## src/hw/rtl/xcfd_pkg.sv

```systemverilog
// Shared types and constants of the frame deframer.
package xcfd_pkg;

	// Frame geometry.
	localparam int unsigned FRAME_MAX = 17;
	localparam int unsigned IDX_W     = 5;
	localparam int unsigned TIMER_W   = 16;
	localparam int unsigned CFG_IDX_W = 1;
	localparam int unsigned CFG_DATA_W = 16;

	// Prefix and header constants.
	localparam logic [7:0] PREFIX_LEAD  = 8'hFF;
	localparam logic [7:0] PREFIX_TAIL0 = 8'hFE;
	localparam logic [7:0] PREFIX_TAIL1 = 8'hFD;
	localparam logic [3:0] LEN_BIAS     = 4'd2;
	localparam logic [TIMER_W-1:0] TIMER_MAX = '1;
	localparam logic [TIMER_W-1:0] TIMEOUT_RESET = 16'd300;

	// Input word codes.
	typedef enum logic {
		OP_BYTE = 1'b0,
		OP_TICK = 1'b1
	} op_t;

	// Configuration register indexes.
	typedef enum logic [CFG_IDX_W-1:0] {
		REG_PREFIXED_MODE = 1'b0,
		REG_IDLE_TIMEOUT  = 1'b1
	} cfg_reg_t;

	// Synchronization phase of the prefix search.
	typedef enum logic [1:0] {
		PH_SEARCH  = 2'd0,
		PH_SAW_FF  = 2'd1,
		PH_COLLECT = 2'd2
	} phase_t;

	// Controller states.
	typedef enum logic {
		CT_IDLE = 1'b0,
		CT_EMIT = 1'b1
	} ctl_state_t;

	// Commands from the controller to the datapath.
	typedef struct packed {
		logic in_accept;
		logic out_accept;
	} xcfd_cmd_t;

	// Status from the datapath to the controller.
	typedef struct packed {
		logic frame_ok;
		logic emit_last;
	} xcfd_status_t;

endpackage

```

## src/hw/rtl/xcfd_if.sv

```systemverilog
// Handshake channels for received words and for checked frame bytes.
interface xcfd_in_if;
	import xcfd_pkg::*;

	logic       valid;
	logic       ready;
	logic       op;
	logic [7:0] rx_byte;

	modport source (output valid, output op, output rx_byte, input ready);
	modport sink (input valid, input op, input rx_byte, output ready);
endinterface

interface xcfd_out_if;
	import xcfd_pkg::*;

	logic       valid;
	logic       ready;
	logic [7:0] msg_byte;
	logic       last;

	modport source (output valid, output msg_byte, output last, input ready);
	modport sink (input valid, input msg_byte, input last, output ready);
endinterface

```

## src/hw/rtl/xcfd_ctrl.sv

```systemverilog
// Controller state machine: takes words while idle and drains a checked frame.
module xcfd_ctrl (
	input  logic                  clk,
	input  logic                  arst_n,
	input  logic                  in_valid,
	output logic                  in_ready,
	output logic                  out_valid,
	input  logic                  out_ready,
	input  xcfd_pkg::xcfd_status_t status,
	output xcfd_pkg::xcfd_cmd_t    cmd
);
	import xcfd_pkg::*;

	ctl_state_t state_q;
	ctl_state_t state_d;

	// State register.
	always_ff @(posedge clk or negedge arst_n) begin
		if (!arst_n) begin
			state_q <= CT_IDLE;
		end else begin
			state_q <= state_d;
		end
	end

	// Next state and handshake outputs.
	always_comb begin
		state_d        = state_q;
		in_ready       = 1'b0;
		out_valid      = 1'b0;
		cmd.in_accept  = 1'b0;
		cmd.out_accept = 1'b0;
		unique case (state_q)
			CT_IDLE: begin
				in_ready      = 1'b1;
				cmd.in_accept = in_valid;
				if (in_valid && status.frame_ok) begin
					state_d = CT_EMIT;
				end
			end
			CT_EMIT: begin
				out_valid      = 1'b1;
				cmd.out_accept = out_ready;
				if (out_ready && status.emit_last) begin
					state_d = CT_IDLE;
				end
			end
			default: begin
				state_d = CT_IDLE;
			end
		endcase
	end

endmodule

```

## src/hw/rtl/xcfd_dp.sv

```systemverilog
// Datapath: configuration, frame store, prefix search, check and byte output.
module xcfd_dp (
	input  logic                              clk,
	input  logic                              arst_n,
	input  logic                              cfg_we,
	input  logic [xcfd_pkg::CFG_IDX_W-1:0]    cfg_index,
	input  logic [xcfd_pkg::CFG_DATA_W-1:0]   cfg_data,
	input  logic                              op,
	input  logic [7:0]                        rx_byte,
	output logic [7:0]                        msg_byte,
	output logic                              last,
	input  xcfd_pkg::xcfd_cmd_t               cmd,
	output xcfd_pkg::xcfd_status_t            status
);
	import xcfd_pkg::*;

	// Configuration registers.
	logic               prefixed_q;
	logic [TIMER_W-1:0] timeout_q;

	// Frame state.
	logic [7:0]         store_q [FRAME_MAX];
	logic [IDX_W-1:0]   cnt_q;
	logic [IDX_W-1:0]   len_q;
	logic [7:0]         xor_q;
	phase_t             phase_q;
	logic [TIMER_W-1:0] idle_q;
	logic [IDX_W-1:0]   emit_len_q;
	logic [IDX_W-1:0]   rd_idx_q;

	// Byte processing terms.
	logic               byte_en;
	logic               tick_en;
	logic               timeout_hit;
	logic [IDX_W-1:0]   base_cnt;
	logic [IDX_W-1:0]   base_len;
	logic [7:0]         base_xor;
	phase_t             base_phase;
	logic               do_collect;
	logic [7:0]         new_xor;
	logic [IDX_W-1:0]   new_cnt;
	logic [IDX_W-1:0]   new_len;
	logic               frame_done;
	logic               is_tail;
	logic [IDX_W-1:0]   rd_next;

	assign byte_en = cmd.in_accept && (op_t'(op) == OP_BYTE);
	assign tick_en = cmd.in_accept && (op_t'(op) == OP_TICK);

	// A stale partial frame or prefix is dropped when the link was idle too long.
	assign timeout_hit = (idle_q >= timeout_q) && ((cnt_q != '0) || (phase_q != PH_SEARCH));
	assign base_cnt    = timeout_hit ? '0 : cnt_q;
	assign base_len    = timeout_hit ? '0 : len_q;
	assign base_xor    = timeout_hit ? 8'h00 : xor_q;
	assign base_phase  = timeout_hit ? PH_SEARCH : phase_q;
	assign do_collect  = !prefixed_q || (base_phase == PH_COLLECT);

	// Collection: running check, count and length from the header nibble.
	assign new_xor    = base_xor ^ rx_byte;
	assign new_cnt    = base_cnt + IDX_W'(1);
	assign new_len    = (base_cnt == '0) ? (IDX_W'(rx_byte[3:0]) + IDX_W'(LEN_BIAS)) : base_len;
	assign frame_done = new_cnt >= new_len;
	assign is_tail    = (rx_byte == PREFIX_TAIL0) || (rx_byte == PREFIX_TAIL1);

	assign status.frame_ok = byte_en && do_collect && frame_done && (new_xor == 8'h00);

	// Output side reads the store at the drain pointer.
	assign rd_next          = rd_idx_q + IDX_W'(1);
	assign status.emit_last = (rd_next == emit_len_q);
	assign msg_byte         = store_q[rd_idx_q];
	assign last             = status.emit_last;

	// Configuration writes.
	always_ff @(posedge clk or negedge arst_n) begin
		if (!arst_n) begin
			prefixed_q <= 1'b0;
			timeout_q  <= TIMEOUT_RESET;
		end else if (cfg_we) begin
			unique case (cfg_reg_t'(cfg_index))
				REG_PREFIXED_MODE: prefixed_q <= cfg_data[0];
				REG_IDLE_TIMEOUT:  timeout_q  <= cfg_data[TIMER_W-1:0];
				default: begin
				end
			endcase
		end
	end

	// Frame store write; contents need no reset.
	always_ff @(posedge clk) begin
		if (byte_en && do_collect) begin
			store_q[base_cnt] <= rx_byte;
		end
	end

	// Idle timer: counts ticks, saturates, clears on every byte.
	always_ff @(posedge clk or negedge arst_n) begin
		if (!arst_n) begin
			idle_q <= '0;
		end else if (byte_en) begin
			idle_q <= '0;
		end else if (tick_en && (idle_q != TIMER_MAX)) begin
			idle_q <= idle_q + TIMER_W'(1);
		end
	end

	// Frame tracking and prefix search.
	always_ff @(posedge clk or negedge arst_n) begin
		if (!arst_n) begin
			cnt_q      <= '0;
			len_q      <= '0;
			xor_q      <= 8'h00;
			phase_q    <= PH_SEARCH;
			emit_len_q <= '0;
		end else if (byte_en) begin
			if (do_collect) begin
				if (frame_done) begin
					cnt_q      <= '0;
					len_q      <= '0;
					xor_q      <= 8'h00;
					phase_q    <= PH_SEARCH;
					emit_len_q <= new_len;
				end else begin
					cnt_q   <= new_cnt;
					len_q   <= new_len;
					xor_q   <= new_xor;
					phase_q <= base_phase;
				end
			end else if ((base_phase == PH_SAW_FF) && is_tail) begin
				// A complete prefix starts a fresh frame.
				cnt_q   <= '0;
				len_q   <= '0;
				xor_q   <= 8'h00;
				phase_q <= PH_COLLECT;
			end else begin
				// A lead byte is kept, anything else returns to searching.
				cnt_q   <= base_cnt;
				len_q   <= base_len;
				xor_q   <= base_xor;
				phase_q <= (rx_byte == PREFIX_LEAD) ? PH_SAW_FF : PH_SEARCH;
			end
		end
	end

	// Drain pointer over the checked frame.
	always_ff @(posedge clk or negedge arst_n) begin
		if (!arst_n) begin
			rd_idx_q <= '0;
		end else if (cmd.out_accept) begin
			rd_idx_q <= status.emit_last ? '0 : rd_next;
		end
	end

endmodule

```

## src/hw/rtl/xor_checked_frame_deframer_top.sv

```systemverilog
// Length-nibble, XOR-checked frame deframer: sequencer plus frame datapath.
// A good frame's header byte is on the output in the cycle after its check byte is taken.
// Throughput: one input word per cycle while idle; a good frame of n bytes then
// drains one byte per cycle while the output is ready; no input word is taken meanwhile.
// Reset: arst_n clears all control state, the mode register to plain framing and
// the idle timeout to 300 ticks; the frame store contents are left as they are.
module xor_checked_frame_deframer_top (
	input  logic                            clk,
	input  logic                            arst_n,
	input  logic                            cfg_we,
	input  logic [xcfd_pkg::CFG_IDX_W-1:0]  cfg_index,
	input  logic [xcfd_pkg::CFG_DATA_W-1:0] cfg_data,
	xcfd_in_if.sink                         rx_ch,
	xcfd_out_if.source                      tx_ch
);
	import xcfd_pkg::*;

	xcfd_cmd_t    cmd;
	xcfd_status_t status;

	// Sequencer.
	xcfd_ctrl u_ctrl (
		.clk       (clk),
		.arst_n    (arst_n),
		.in_valid  (rx_ch.valid),
		.in_ready  (rx_ch.ready),
		.out_valid (tx_ch.valid),
		.out_ready (tx_ch.ready),
		.status    (status),
		.cmd       (cmd)
	);

	// Frame datapath.
	xcfd_dp u_dp (
		.clk       (clk),
		.arst_n    (arst_n),
		.cfg_we    (cfg_we),
		.cfg_index (cfg_index),
		.cfg_data  (cfg_data),
		.op        (rx_ch.op),
		.rx_byte   (rx_ch.rx_byte),
		.msg_byte  (tx_ch.msg_byte),
		.last      (tx_ch.last),
		.cmd       (cmd),
		.status    (status)
	);

endmodule
```

## src/flat_wrapper.sv

```systemverilog
// flat-port wrapper written by rule: the top's interface ports become plain ports
module xor_checked_frame_deframer_top_flat import xcfd_pkg::*;
  (clk, arst_n, cfg_we, cfg_index, cfg_data, rx_ch_valid, rx_ch_op, rx_ch_rx_byte, rx_ch_ready, tx_ch_valid, tx_ch_msg_byte, tx_ch_last, tx_ch_ready);
  xcfd_in_if rx_ch_i ();
  xcfd_out_if tx_ch_i ();
  input  logic clk;
  input  logic arst_n;
  input  logic cfg_we;
  input  logic [xcfd_pkg::CFG_IDX_W-1:0] cfg_index;
  input  logic [xcfd_pkg::CFG_DATA_W-1:0] cfg_data;
  input wire logic [$bits(rx_ch_i.valid)-1:0] rx_ch_valid;
  input wire logic [$bits(rx_ch_i.op)-1:0] rx_ch_op;
  input wire logic [$bits(rx_ch_i.rx_byte)-1:0] rx_ch_rx_byte;
  output wire logic [$bits(rx_ch_i.ready)-1:0] rx_ch_ready;
  output wire logic [$bits(tx_ch_i.valid)-1:0] tx_ch_valid;
  output wire logic [$bits(tx_ch_i.msg_byte)-1:0] tx_ch_msg_byte;
  output wire logic [$bits(tx_ch_i.last)-1:0] tx_ch_last;
  input wire logic [$bits(tx_ch_i.ready)-1:0] tx_ch_ready;
  assign rx_ch_i.valid = rx_ch_valid;
  assign rx_ch_i.op = rx_ch_op;
  assign rx_ch_i.rx_byte = rx_ch_rx_byte;
  assign rx_ch_ready = rx_ch_i.ready;
  assign tx_ch_valid = tx_ch_i.valid;
  assign tx_ch_msg_byte = tx_ch_i.msg_byte;
  assign tx_ch_last = tx_ch_i.last;
  assign tx_ch_i.ready = tx_ch_ready;
  xor_checked_frame_deframer_top u_core (.clk(clk), .arst_n(arst_n), .cfg_we(cfg_we), .cfg_index(cfg_index), .cfg_data(cfg_data), .rx_ch(rx_ch_i), .tx_ch(tx_ch_i));
endmodule
```

## config.mk

```make
export PLATFORM = sky130hd
export DESIGN_NAME = xor_checked_frame_deframer_top_flat
export DESIGN_NICKNAME = d
export VERILOG_FILES = /design/src/hw/rtl/xcfd_pkg.sv /design/src/hw/rtl/xcfd_if.sv /design/src/hw/rtl/xcfd_ctrl.sv /design/src/hw/rtl/xcfd_dp.sv /design/src/hw/rtl/xor_checked_frame_deframer_top.sv /design/src/flat_wrapper.sv
export SDC_FILE = /design/constraint.sdc
export NUM_CORES = 1
export LEC_CHECK = 0
export ABC_AREA = 1
export BUFFER_PORTS_ARGS = -buffer_cell sky130_fd_sc_hd__buf_4
export CORE_MARGIN = 2
export CORE_UTILIZATION = 45
export CTS_BUF_LIST = sky130_fd_sc_hd__clkbuf_2
export CTS_CLUSTER_DIAMETER = 150
export CTS_CLUSTER_SIZE = 16
export DETAILED_ROUTE_END_ITERATION = 6
export GPL_TIMING_DRIVEN = 0
export HOLD_SLACK_MARGIN = 0.06
export SETUP_SLACK_MARGIN = 0.4
export SYNTH_ARGS = -nofsm -noshare
export SYNTH_HDL_FRONTEND = slang
export SYNTH_HIERARCHICAL = 1
export SYNTH_SLANG_ARGS = --single-unit
```

## constraint.sdc

```tcl
create_clock -name clk -period 8.4 [get_ports clk]
set_input_delay 1.26 -clock clk [delete_from_list [all_inputs] [get_ports clk]]
set_output_delay 1.26 -clock clk [all_outputs]
set_load 0.05 [all_outputs]
```

==> flow_metrics.tcl <==
set metrics [dict create \
    status "finished, final reports clean" \
    rows 53 \
    avgSynthCellArea_um2 9.56 \
    hold_buffers 0 \
    path_max_fanout 10 \
    synthArstFlopShare 0.320 \
    fin_util 0.500 \
    drv_cap 0 \
    netlist_area_um2 9630 \
    p_leak_nw 4.26 \
    grt_max_degree 65 \
    drc 0 \
    layout-drive-gt1-share 0.105 \
    crit_type "register to register" \
    final_antenna_net_count 0 \
    pre_cts_slack_ps 3700 \
    syn_inst 1008 \
    num_vias 7401 \
    synth-compound-area-share 0.129 \
    hold_viol 0 \
    clk_path_buf_depth 2 \
    gr-total-overflow 0 \
    grt_antenna_before_repair 1 \
    finalNetCount 1127 \
    yosys.area_share.simple 0.182 \
    cp.required_ps 9060 \
    cts.sink_count 200 \
    cts_inserted_buffers 17 \
    post_drt_wl_per_cell_um 17.8 \
    multi_input_area_um2 3440 \
    post_cts.repair.setup_buffers 0 \
    post_cts_resized 0 \
    drt-pass1-iter-count 6 \
    die_x_um 150 \
    slowest_delay_ps 590 \
    fin_crit_ps 4890 \
    hold_path_class "register to register" \
    crit_path_end_kind "register" \
    place.gp.congestion 0.865 \
    cts_root_buffer "clkbuf_2" \
    synth-adder-area-share 0.0364 \
    core-area_um2 21000 \
    fill_cells 1971 \
    setup_ws_ps 3510 \
    clk_latency_ps 760 \
    synth_xor_area_frac 0.0100 \
    dr.first_iter.drc_count 689 \
    dp_hpwl_um 16300 \
    power.density_nw_per_um2 236 \
    timing.hold.ws_ps 506 \
    ys_ff_latch 200 \
    initial_utilization 0.458 \
    cts_tree "built" \
    relSlewSlack 0.292 \
    ioPinCount 42 \
    synth.mux.area_fraction 0 \
    crit_path_top_delay_cell "dfstp_2" \
    fin_tns_setup_ps 0 \
    htree_levels 4 \
    via_per_inst 5.45 \
    ys_seq_area_frac 0.591 \
    yosysWarnings 6 \
    worst_slew_pin_slew_ps 1060 \
    port_buffers 41 \
    ir_drop_v 0.000101 \
    ys_types 40 \
    period_share 0.583 \
    area_growth_pct 9.20 \
    dieArea_um2 22600 \
    cts.reportedPaths.clkPinSlew_ps 300 \
    track_usage 0.222 \
    cp-start-kind "register" \
    path_common_cell "nand2_1" \
    synth_edf_count 136 \
    slew_violations 0 \
    grt_pass1_vias 6834 \
    synth_fp_nets 1067 \
    grt_setup_unrepaired "no" \
    regArea_um2 5690 \
    finalSetupViolCount 0 \
    grt_pass1_wl_um 37600 \
    clock.fmax_mhz 204 \
    postRouteWirelength_um 24200 \
    synth_top_family_by_area "simple AND/OR/NAND/NOR gates" \
    synth_ff_type "edfxtp_1" \
    critPathArrivalTime_ps 5560 \
    finClkSkew_ps 57.8 \
    totalPowerFinal_w 0.00248 \
    die_y_um 150 \
]
-- area by class of cell --
type / instances / area share
diodes: 2 / 0.000476
plain buffers: 43 / 0.0187
clock buffers: 21 / 0.00999
clock inverters: 11 / 0.0118
inverters: 81 / 0.0289
multi-input cells: 684 / 0.327
flip-flops and latches: 200 / 0.541
well taps: 275 / 0.0327
repair buffers: 41 / 0.0293
-- placed cells by master (no fill, tap or decap), types with 3 or more instances in the layout --
cell type and count:
a21oi_1 55, a31oi_1 3, buf_2 4, buf_4 45, clkbuf_1 32, clkbuf_2 21
clkinvlp_4 4, dfrtp_1 60, dfstp_2 4, edfxtp_1 136, ha_1 28, inv_1 77
inv_2 4, nand2_1 175, nand2_2 9, nand3_1 42, nand4_1 13, nor2_1 163
nor3_1 12, o21ai_0 108, o21ai_2 6, o22ai_1 38, o31ai_1 3, xnor2_1 4
xor2_1 7
-- through the flow --
stage	std cells	area, um^2
finish	1358	10500
global route	1358	10500
CTS	1356	10500
detailed placement	1324	10300
global placement	1324	10300
floorplan	1008	9630
-- critical path: cells and delay by family (launching register included) --
family                   cells  cell delay (ps)
adder cells (fa/ha/maj)      3              910
flip-flops                   1              590
AND/OR/NAND/NOR             16             1900
AO/OA/AOI/OAI                3              830
buffers and inverters        6              580
-- metal layers --
layer | wire length (um) | GRT usage
met2 | 11400 | 0.366
met3 | 1410 | 0.0379
met5 | 0 | 0
met4 | 511 | 0.0637
met1 | 10900 | 0.302
-- power by group --
part | switching (W) | internal (W) | total [W]
clock network | 0.000323 | 0.000140 | 0.000464
registers | 0.0000626 | 0.00115 | 0.00121
logic | 0.000539 | 0.000271 | 0.000810
-- state kept, by name (all words and copies together), names as in the netlist --
register                count
u_core/u_dp/cnt_q           5
u_core/u_dp/phase_q         2
u_core/u_dp/len_q           5
u_core/u_ctrl/state_q       1
u_core/u_dp/rd_idx_q        5
u_core/u_dp/timeout_q      16
u_core/u_dp/emit_len_q      5
u_core/u_dp/store_q       136
u_core/u_dp/prefixed_q      1
u_core/u_dp/xor_q           8
u_core/u_dp/idle_q         16
-- cell families after synthesis --
kind of cell / after synthesis
adders and majority gates: 28
DFF: 200
and+or+nand+nor: 421
buffers and inverters: 124
xor gates and xnor gates: 11
AOI/OAI and AO/OA: 224
-- final timing paths --
path / start / end / slack [ps] / depth (start not counted)
worst min-delay path: u_core/u_dp/timeout_q[3] / u_core/u_dp/timeout_q[3] / 510 / 2
worst min register to register: u_core/u_dp/timeout_q[3] / u_core/u_dp/timeout_q[3] / 510 / 2
max in group asynchronous: arst_n / u_core/u_dp/emit_len_q[2] / 7230 / 1
worst max-delay path: u_core/u_dp/timeout_q[3] / u_core/u_dp/xor_q[3] / 3510 / 28
worst max register to register: u_core/u_dp/timeout_q[3] / u_core/u_dp/xor_q[3] / 3510 / 28
min in group asynchronous: arst_n / u_core/u_dp/timeout_q[4] / 540 / 1
-- Yosys cell counts (2+ instances only) --
cell type,n,area share
nand4_1,13,0.0084
xnor2_1,4,0.0036
nor2_1,163,0.064
buf_6,2,0.0023
buf_2,4,0.0021
buf_4,4,0.0031
inv_1,77,0.030
xor2_1,7,0.0064
o21ai_2,6,0.0055
nor3_1,12,0.0062
nand3_1,42,0.022
edfxtp_1,136,0.42
o21ai_1,2,0.0010
nand2_2,9,0.0058
a22o_1,2,0.0018
inv_2,4,0.0016
a31oi_1,3,0.0019
a21oi_4,2,0.0034
nand2_1,175,0.068
dfstp_2,4,0.011
clkbuf_1,32,0.012
a21oi_1,55,0.029
dfrtp_1,60,0.16
o31ai_1,3,0.0023
o22ai_1,38,0.025
ha_1,28,0.036
o21ai_0,108,0.056
Note: power is estimated with default switching activity, not from simulation.
